File: config.mk
export PLATFORM = sky130hd
export DESIGN_NAME = espc_divider
export DESIGN_NICKNAME = d
export VERILOG_FILES = /design/src/rtl/espc_pkg.sv /design/src/rtl/espc_divider.sv
export SDC_FILE = /design/constraint.sdc
export NUM_CORES = 1
export LEC_CHECK = 0
export BUFFER_PORTS_ARGS = -buffer_cell sky130_fd_sc_hd__buf_2
export CORE_MARGIN = 2
export CORE_UTILIZATION = 35
export DETAILED_ROUTE_END_ITERATION = 6
export HOLD_SLACK_MARGIN = 0.03
export PLACE_DENSITY = 0.59
export SYNTH_ARGS = -nofsm -noshare
export SYNTH_HDL_FRONTEND = slang
export SYNTH_SLANG_ARGS = --single-unit
export TNS_END_PERCENT = 20
File: constraint.sdc
create_clock -name clk -period 8.2 [get_ports clk]
set_input_delay 2.05 -clock clk [delete_from_list [all_inputs] [get_ports clk]]
set_output_delay 2.05 -clock clk [all_outputs]
set_load 0.1 [all_outputs]
File: src/rtl/espc_pkg.sv
// ----------------------------------------------------------------------------
// espc_pkg
// Shared constants and a saturation function for the encoder speed PID controller.
// ----------------------------------------------------------------------------
package espc_pkg;

  localparam int COUNTS_PER_REV_DEF = 2000;
  localparam int AVERAGE_LENGTH_DEF = 5;

  localparam int CFG_IDX_W  = 3;
  localparam int CFG_DATA_W = 16;

  // Register indexes.
  localparam logic [CFG_IDX_W-1:0] REG_TARGET = 3'd0;
  localparam logic [CFG_IDX_W-1:0] REG_KP     = 3'd1;
  localparam logic [CFG_IDX_W-1:0] REG_KI     = 3'd2;
  localparam logic [CFG_IDX_W-1:0] REG_KD     = 3'd3;
  localparam logic [CFG_IDX_W-1:0] REG_FFS    = 3'd4;
  localparam logic [CFG_IDX_W-1:0] REG_FFO    = 3'd5;
  localparam logic [CFG_IDX_W-1:0] REG_DBAND  = 3'd6;
  localparam logic [CFG_IDX_W-1:0] REG_ILIM   = 3'd7;

  // Actions.
  localparam logic [1:0] ACT_LOAD   = 2'd0;
  localparam logic [1:0] ACT_SAMPLE = 2'd1;
  localparam logic [1:0] ACT_UPDATE = 2'd2;

  localparam logic signed [23:0] S24_MAX = 24'sh7FFFFF;
  localparam logic signed [23:0] S24_MIN = -24'sh800000;
  localparam logic [14:0] DUTY_MAX = 15'd25600;

  // Saturate a wide signed value to 24 bits.
  function automatic logic signed [23:0] sat24(input logic signed [63:0] v);
    logic signed [23:0] r;
    if (v > 64'sd8388607) r = S24_MAX;
    else if (v < -64'sd8388608) r = S24_MIN;
    else r = v[23:0];
    return r;
  endfunction

endpackage

File: src/rtl/espc_divider.sv
// ----------------------------------------------------------------------------
// espc_divider
// Shared sequential divider: signed numerator by positive divisor, one
// quotient bit per cycle, result rounded to nearest with ties away from zero.
// ----------------------------------------------------------------------------
module espc_divider (
  input  logic               clk,
  input  logic               rst_n,
  input  logic               start,
  input  logic signed [63:0] num,
  input  logic        [47:0] den,
  output logic               done,
  output logic signed [63:0] quo
);
  import espc_pkg::*;

  logic [63:0] q_r, q_nxt;
  logic [48:0] rem_r, rem_nxt;
  logic [47:0] den_r, den_nxt;
  logic        neg_r, neg_nxt;
  logic [6:0]  cnt_r, cnt_nxt;
  logic        busy_r, busy_nxt;
  logic        done_r, done_nxt;

  logic [63:0] mag;
  logic [48:0] trial;
  logic [63:0] qr;

  // Add half the divisor before dividing to round the magnitude.
  always_comb begin
    mag   = num[63] ? 64'(-num) : 64'(num);
    trial = {rem_r[47:0], q_r[63]};
    qr    = '0;
    q_nxt = q_r; rem_nxt = rem_r; den_nxt = den_r; neg_nxt = neg_r;
    cnt_nxt = cnt_r; busy_nxt = busy_r; done_nxt = 1'b0;
    if (start) begin
      q_nxt    = mag + 64'(den >> 1);
      rem_nxt  = '0;
      den_nxt  = den;
      neg_nxt  = num[63];
      cnt_nxt  = 7'd64;
      busy_nxt = 1'b1;
    end else if (busy_r) begin
      if (trial >= {1'b0, den_r}) begin
        rem_nxt = trial - {1'b0, den_r};
        q_nxt   = {q_r[62:0], 1'b1};
      end else begin
        rem_nxt = trial;
        q_nxt   = {q_r[62:0], 1'b0};
      end
      cnt_nxt = cnt_r - 7'd1;
      if (cnt_r == 7'd1) begin
        busy_nxt = 1'b0;
        done_nxt = 1'b1;
      end
    end
    qr = neg_r ? -q_r : q_r;
  end

  always_ff @(posedge clk) begin
    q_r <= q_nxt; rem_r <= rem_nxt; den_r <= den_nxt; neg_r <= neg_nxt;
    cnt_r <= cnt_nxt;
    if (!rst_n) begin
      busy_r <= 1'b0;
      done_r <= 1'b0;
    end else begin
      busy_r <= busy_nxt;
      done_r <= done_nxt;
    end
  end

  assign done = done_r;
  assign quo  = $signed(qr);
endmodule

==> results of run 1 <==
-- report_power, final --
part | switching [mW] | total (mW) | internal [mW]
sequential | 0.120 | 1.18 | 1.06
combinational | 1.36 | 1.89 | 0.533
clock | 0.364 | 0.787 | 0.423
total | 1.84 | 3.85 | 2.01
-- final cells by class --
type | count | area [sq um]
fillers | 4471 | 25900
multi-input cells | 1465 | 10200
flip-flops and latches | 170 | 4540
repair buffers | 191 | 992
well taps | 585 | 732
clock buffers | 24 | 490
inverters | 83 | 312
clock inverters | 8 | 57.6
diodes | 2 | 5.00
-- through the flow --
stage | util | total power, mW
after floorplan | - | 2.66
after global placement | 0.387 | 3.06
after detailed placement | 0.387 | 3.06
after CTS | 0.400 | 3.87
after global routing | 0.400 | 4.05
final | 0.400 | 3.85
-- metal layers --
layer / up-vias / share of wire / track usage
met3: 82 / 0.045 / 0.0306
li1: 6913 / - / -
met1: 6671 / 0.45 / 0.286
met2: 379 / 0.47 / 0.356
met4: 6 / 0.030 / 0.0802
met5: - / 0.00069 / 0
-- worst paths after layout --
| check | start | endpoint | slack [ps] |
|---|---|---|---|
| setup / recovery | q_r[3]$_DFFE_PP_ | quo[63] | 1280 |
| setup reg to reg | q_r[63]$_DFFE_PP_ | rem_r[0]$_SDFFE_PP0P_ | 3690 |
| hold reg to reg | rem_r[28]$_SDFFE_PP0P_ | rem_r[28]$_SDFFE_PP0P_ | 500 |
| hold / removal | rem_r[28]$_SDFFE_PP0P_ | rem_r[28]$_SDFFE_PP0P_ | 500 |
-- layout by cell type, fill, tap and decap left out, types with 8 or more instances in the layout --
cell | synthesis | final
buf_2 | 0 | 178
edfxtp_1 | 113 | 113
nand3_1 | 36 | 36
inv_1 | 83 | 83
a31oi_1 | 24 | 24
or2_2 | 8 | 8
dfxtp_1 | 57 | 56
nor3_1 | 45 | 45
buf_4 | 1 | 12
nor2_1 | 138 | 138
ha_1 | 106 | 106
a211oi_1 | 52 | 52
mux2i_1 | 33 | 33
nor4_1 | 14 | 14
mux2_2 | 42 | 42
o21a_1 | 13 | 13
and2_1 | 8 | 8
clkbuf_16 | 0 | 18
a21oi_1 | 128 | 128
or3_1 | 25 | 25
xnor2_1 | 167 | 167
o21ai_0 | 106 | 106
a21o_1 | 55 | 55
or4_1 | 13 | 13
o31ai_1 | 53 | 53
and3_1 | 19 | 19
xor2_1 | 48 | 48
o21bai_1 | 21 | 21
nand2_1 | 158 | 157
o211ai_1 | 11 | 11
nand4_1 | 35 | 35
o41ai_1 | 18 | 18
nand2b_1 | 13 | 13
-- worst max-delay path: cells and delay by family (launching register included) --
family,cells,cell delay [ps]
AO/OA/AOI/OAI,1,540
XOR/XNOR,1,180
buffers and inverters,1,450
flip-flops,1,520
AND/OR/NAND/NOR,6,2720
-- cell families after synthesis --
family	after synthesis	synth area share
multiplexers	75	0.0524
buffers and inverters	164	0.0414
adder cells (fa/ha/maj)	108	0.0892
AO/OA/AOI/OAI	526	0.224
flip-flops	170	0.296
AND/OR/NAND/NOR	541	0.174
XOR/XNOR	215	0.123
-- flip-flops by register name (all words and copies together), names as in the netlist --
name / cells
rem_r: 48
den_r: 48
done: 1
busy_r: 1
q_r: 64
neg_r: 1
cnt_r: 7
==> qor.yml, run 1 <==
status: "finished, final reports clean"
cts_tree: "built"
arrival_ps: 4870
die_w_microns: 213
syn_area_per_cell_sq_um: 8.52
wl_per_cell_microns: 19.4
dp_slack_ps: 1320
clockBufferDepth: 2
ys_seq_area_frac: 0.296
maxSlewHeadroom: 0.242
routed_wl_microns: 49000
clkSinkCount: 170
cts_root_buf: "clkbuf_16"
slowest_delay_ps: 580
cp.required_ps: 6150
initial_core_util: 0.355
cts_htree_levels: 4
end_kind: "output pin"
cts_made_buffers: 17
portBuffers: 179
setup_violations: 0
synth_edf_count: 113
grt_pass1_wl_microns: 75700
hp-class: "flop to flop"
rsz0062_at_grt: "false"
placed_area_sq_mm: 0.0167
nets: 2151
hold_depth: 2
cts_hold_buf: 0
synth_top_cell_by_area: "edfxtp_1"
antenna_found_initial: 6
post-cts-setup-buffers: 0
ant_nets: 0
die_y_microns: 213
powerDensity_mw_per_mm2: 223
tightest_slew_ps: 1120
syn_to_final_growth_pct: 12.8
ys.flop_type: "edfxtp_1"
place.gp.congestion: 0.962
final_max_slew_viol_count: 0
synthCells: 1799
skew_ps: 7.88
grt_util_all_layers: 0.216
drive_gt1_frac: 0.147
slowest_stage: "or4_1"
yosysUniqueCellTypes: 75
yosysTopAreaCellShare: 0.221
vias_per_cell: 5.56
hold_viol_final: 0
synth.ff_latch_count: 170
start_kind: "flop"
syn-cell-area_sq_mm: 0.0153
hpwl_microns: 38500
instances_no_fill: 2528
async_flop_share: 0
num_rows: 76
clk_pin_slew_worst_paths_ps: 70
fin_setup_tns_ps: 0
placedCellCount: 2494
synthTopCellsByArea: "edfxtp_1, xnor2_1, ha_1, dfxtp_1, a21oi_1"
crit_type: "flop to output pin"
syn_nets: 2022
fp.dieArea_sq_mm: 0.0455
synth_common_cells: "xnor2_1, nand2_1, nor2_1"
crit_chain: "or3_1 -> or4_1 -> nor2_1 -> nand4_1 -> or4_1 -> or3_1 -> o31ai_1 -> xnor2_1 -> buf_2"
cts_resized: 0
yosysMostFrequentCell: "xnor2_1"
pin_count: 180
vias: 14100
grt_max_degree: 93
holdWs_ps: 502
final_area_sq_mm: 0.0173
grt_pass1_vias: 13700
grt-ovfl-total: 0
max_freq_mhz: 144
r2r_cells: 12
path_max_fanout: 6
peakVddDrop_mv: 0.230
cap_violations: 0
p_leak_nw: 6.90
clk_latency_ps: 460
fin_ws_ps: 1280
ys.warnings.count: 0
core-area_sq_mm: 0.0432
timing.final.crit_share: 0.844
drt_iter0_drc: 1085
dr.pass1.iters: 5
min_period_ps: 6920
drc: 0
(Power assumes the default switching activity.)
==> run 2, diff against run 1 <==
==> constraint.sdc (replaced) <==
create_clock -name clk -period 6.4 [get_ports clk]
set_input_delay 1.6 -clock clk [delete_from_list [all_inputs] [get_ports clk]]
set_output_delay 1.6 -clock clk [all_outputs]
set_load 0.1 [all_outputs]
==> qor.yml, run 2 (same netlist as run 1, synthesis figures left out) <==
skew_ps: 8.64
clk_pin_slew_worst_paths_ps: 70
die_y_microns: 213
num_rows: 76
top_usage_layer: "met2"
largest_register_ffs: 64
critical_path.startpoint: "q_r[5]$_DFFE_PP_"
drt_iter0_drc: 1007
slowest_stage: "or4_1"
slowest_delay_ps: 600
grt-ovfl-total: 0
crit_type: "flop to output pin"
ant_nets: 0
hold_viol_final: 0
pin_count: 180
cp.required_ps: 4800
end_kind: "output pin"
power_mw: 5.09
vias_per_cell: 5.52
drc: 0
cts_root_buf: "clkbuf_16"
setup_violations: 0
portBuffers: 179
timing.final.crit_share: 0.947
seq_area_sq_mm: 0.00454
antenna_found_initial: 6
final_area_sq_mm: 0.0177
drive_gt1_frac: 0.171
place.gp.congestion: 0.970
maxSlewHeadroom: 0.351
arrival_ps: 4460
placed_area_sq_mm: 0.0171
core-area_sq_mm: 0.0432
instances_no_fill: 2580
tightest_slew_ps: 971
multi_input_area_sq_mm: 0.0102
max_freq_mhz: 165
hp-class: "flop to flop"
hpwl_microns: 39000
holdCritStartpoint: "busy_r$_SDFF_PN0_"
grt_pass1_vias: 13700
layout_commonest_cell: "buf_2"
grt_util_all_layers: 0.216
rsz0062_at_grt: "false"
use_met1: 0.284
path_max_fanout: 5
dr.pass1.iters: 5
path_buf_inv: 1
min_period_ps: 6060
crit_chain: "or3_1 -> or4_1 -> nor2_1 -> nand4_1 -> or4_1 -> or3_1 -> o31ai_2 -> xnor2_1 -> buf_2"
routed_wl_microns: 49500
critPathTopFamily: "simple AND/OR/NAND/NOR gates"
cts_hold_buf: 0
vias: 14200
clkSinkCount: 170
grt_pass1_wl_microns: 75800
use_met3: 0.0337
cap_violations: 0
peakVddDrop_mv: 0.378
status: "finished, final reports clean"
die_w_microns: 213
grt_max_degree: 90
r2r-start: "q_r[63]$_DFFE_PP_"
syn_to_final_growth_pct: 15.8
final_max_slew_viol_count: 0
cts_made_buffers: 17
cts_htree_levels: 4
fin_util: 0.411
grtUsageMet2: 0.361
layout_common_cells: "buf_2, xnor2_1, nand2_1"
nets: 2204
clockBufferDepth: 2
fillers: 4445
placedCellCount: 2547
cts_tree: "built"
start_kind: "flop"
clk_latency_ps: 450
fp.dieArea_sq_mm: 0.0455
p_leak_nw: 7.17
largest_registers: "q_r x64, den_r x48, rem_r x48"
powerDensity_mw_per_mm2: 287
initial_core_util: 0.355
largest_register: "q_r"
post-cts-setup-buffers: 0
cts_resized: 0
wl_per_cell_microns: 19.2
[run 2: cell types whose count changed in the layout (fill, tap and decap cells not counted), moves of 2 or more]
cell,delta
bufinv_16,+3
clkbuf_4,-2
clkbuf_1,-2
inv_4,-3
buf_4,+53
[run 2: layout make-up]
cell class	instances	area share
Timing Repair Buffer	244	0.0783
Sequential cell	170	0.256
Clock buffer	19	0.0250
Multi-Input combinational cell	1465	0.573
Antenna cell	1	0.000141
Tap cell	585	0.0413
Clock inverter	13	0.00931
Inverter	83	0.0176
[run 2: per-layer routing]
layer | routed length (microns) | share of wire
met1 | 22200 | 0.45
met2 | 23300 | 0.47
met3 | 2570 | 0.052
met4 | 1400 | 0.028
met5 | 49 | 0.00099
[run 2: power breakdown]
| part | total, mW | internal [mW] | switching [mW] |
|---|---|---|---|
| Clock | 1.12 | 0.629 | 0.487 |
| Sequential | 1.50 | 1.35 | 0.151 |
| Combinational | 2.47 | 0.722 | 1.75 |
[run 2: worst register-to-register path: cells and delay by family (launching register included)]
family / cells / cell delay [ps]
flip-flops: 1 / 380
AND/OR/NAND/NOR: 1 / 160
adder cells (fa/ha/maj): 1 / 270
buffers and inverters: 2 / 530
AO/OA/AOI/OAI: 7 / 2530
multiplexers: 1 / 360
[run 2: final timing paths]
| kind | end | slack, ps | cells past startpoint |
|---|---|---|---|
| setup / recovery | quo[63] | 340 | 9 |
| hold / removal | done$_SDFF_PP0_ | 480 | 2 |
| setup reg to reg | rem_r[0]$_SDFFE_PP0P_ | 2080 | 12 |
| hold reg to reg | done$_SDFF_PP0_ | 480 | 2 |
[run 2: per-stage QoR]
stage	TNS, ps	setup WS [ps]	hold WS, ps
floorplan	0	475	458
global placement	0	29.6	467
detailed placement	-75.1	-25.6	471
CTS	0	139	477
global route	0	24.2	523
finish	0	340	479
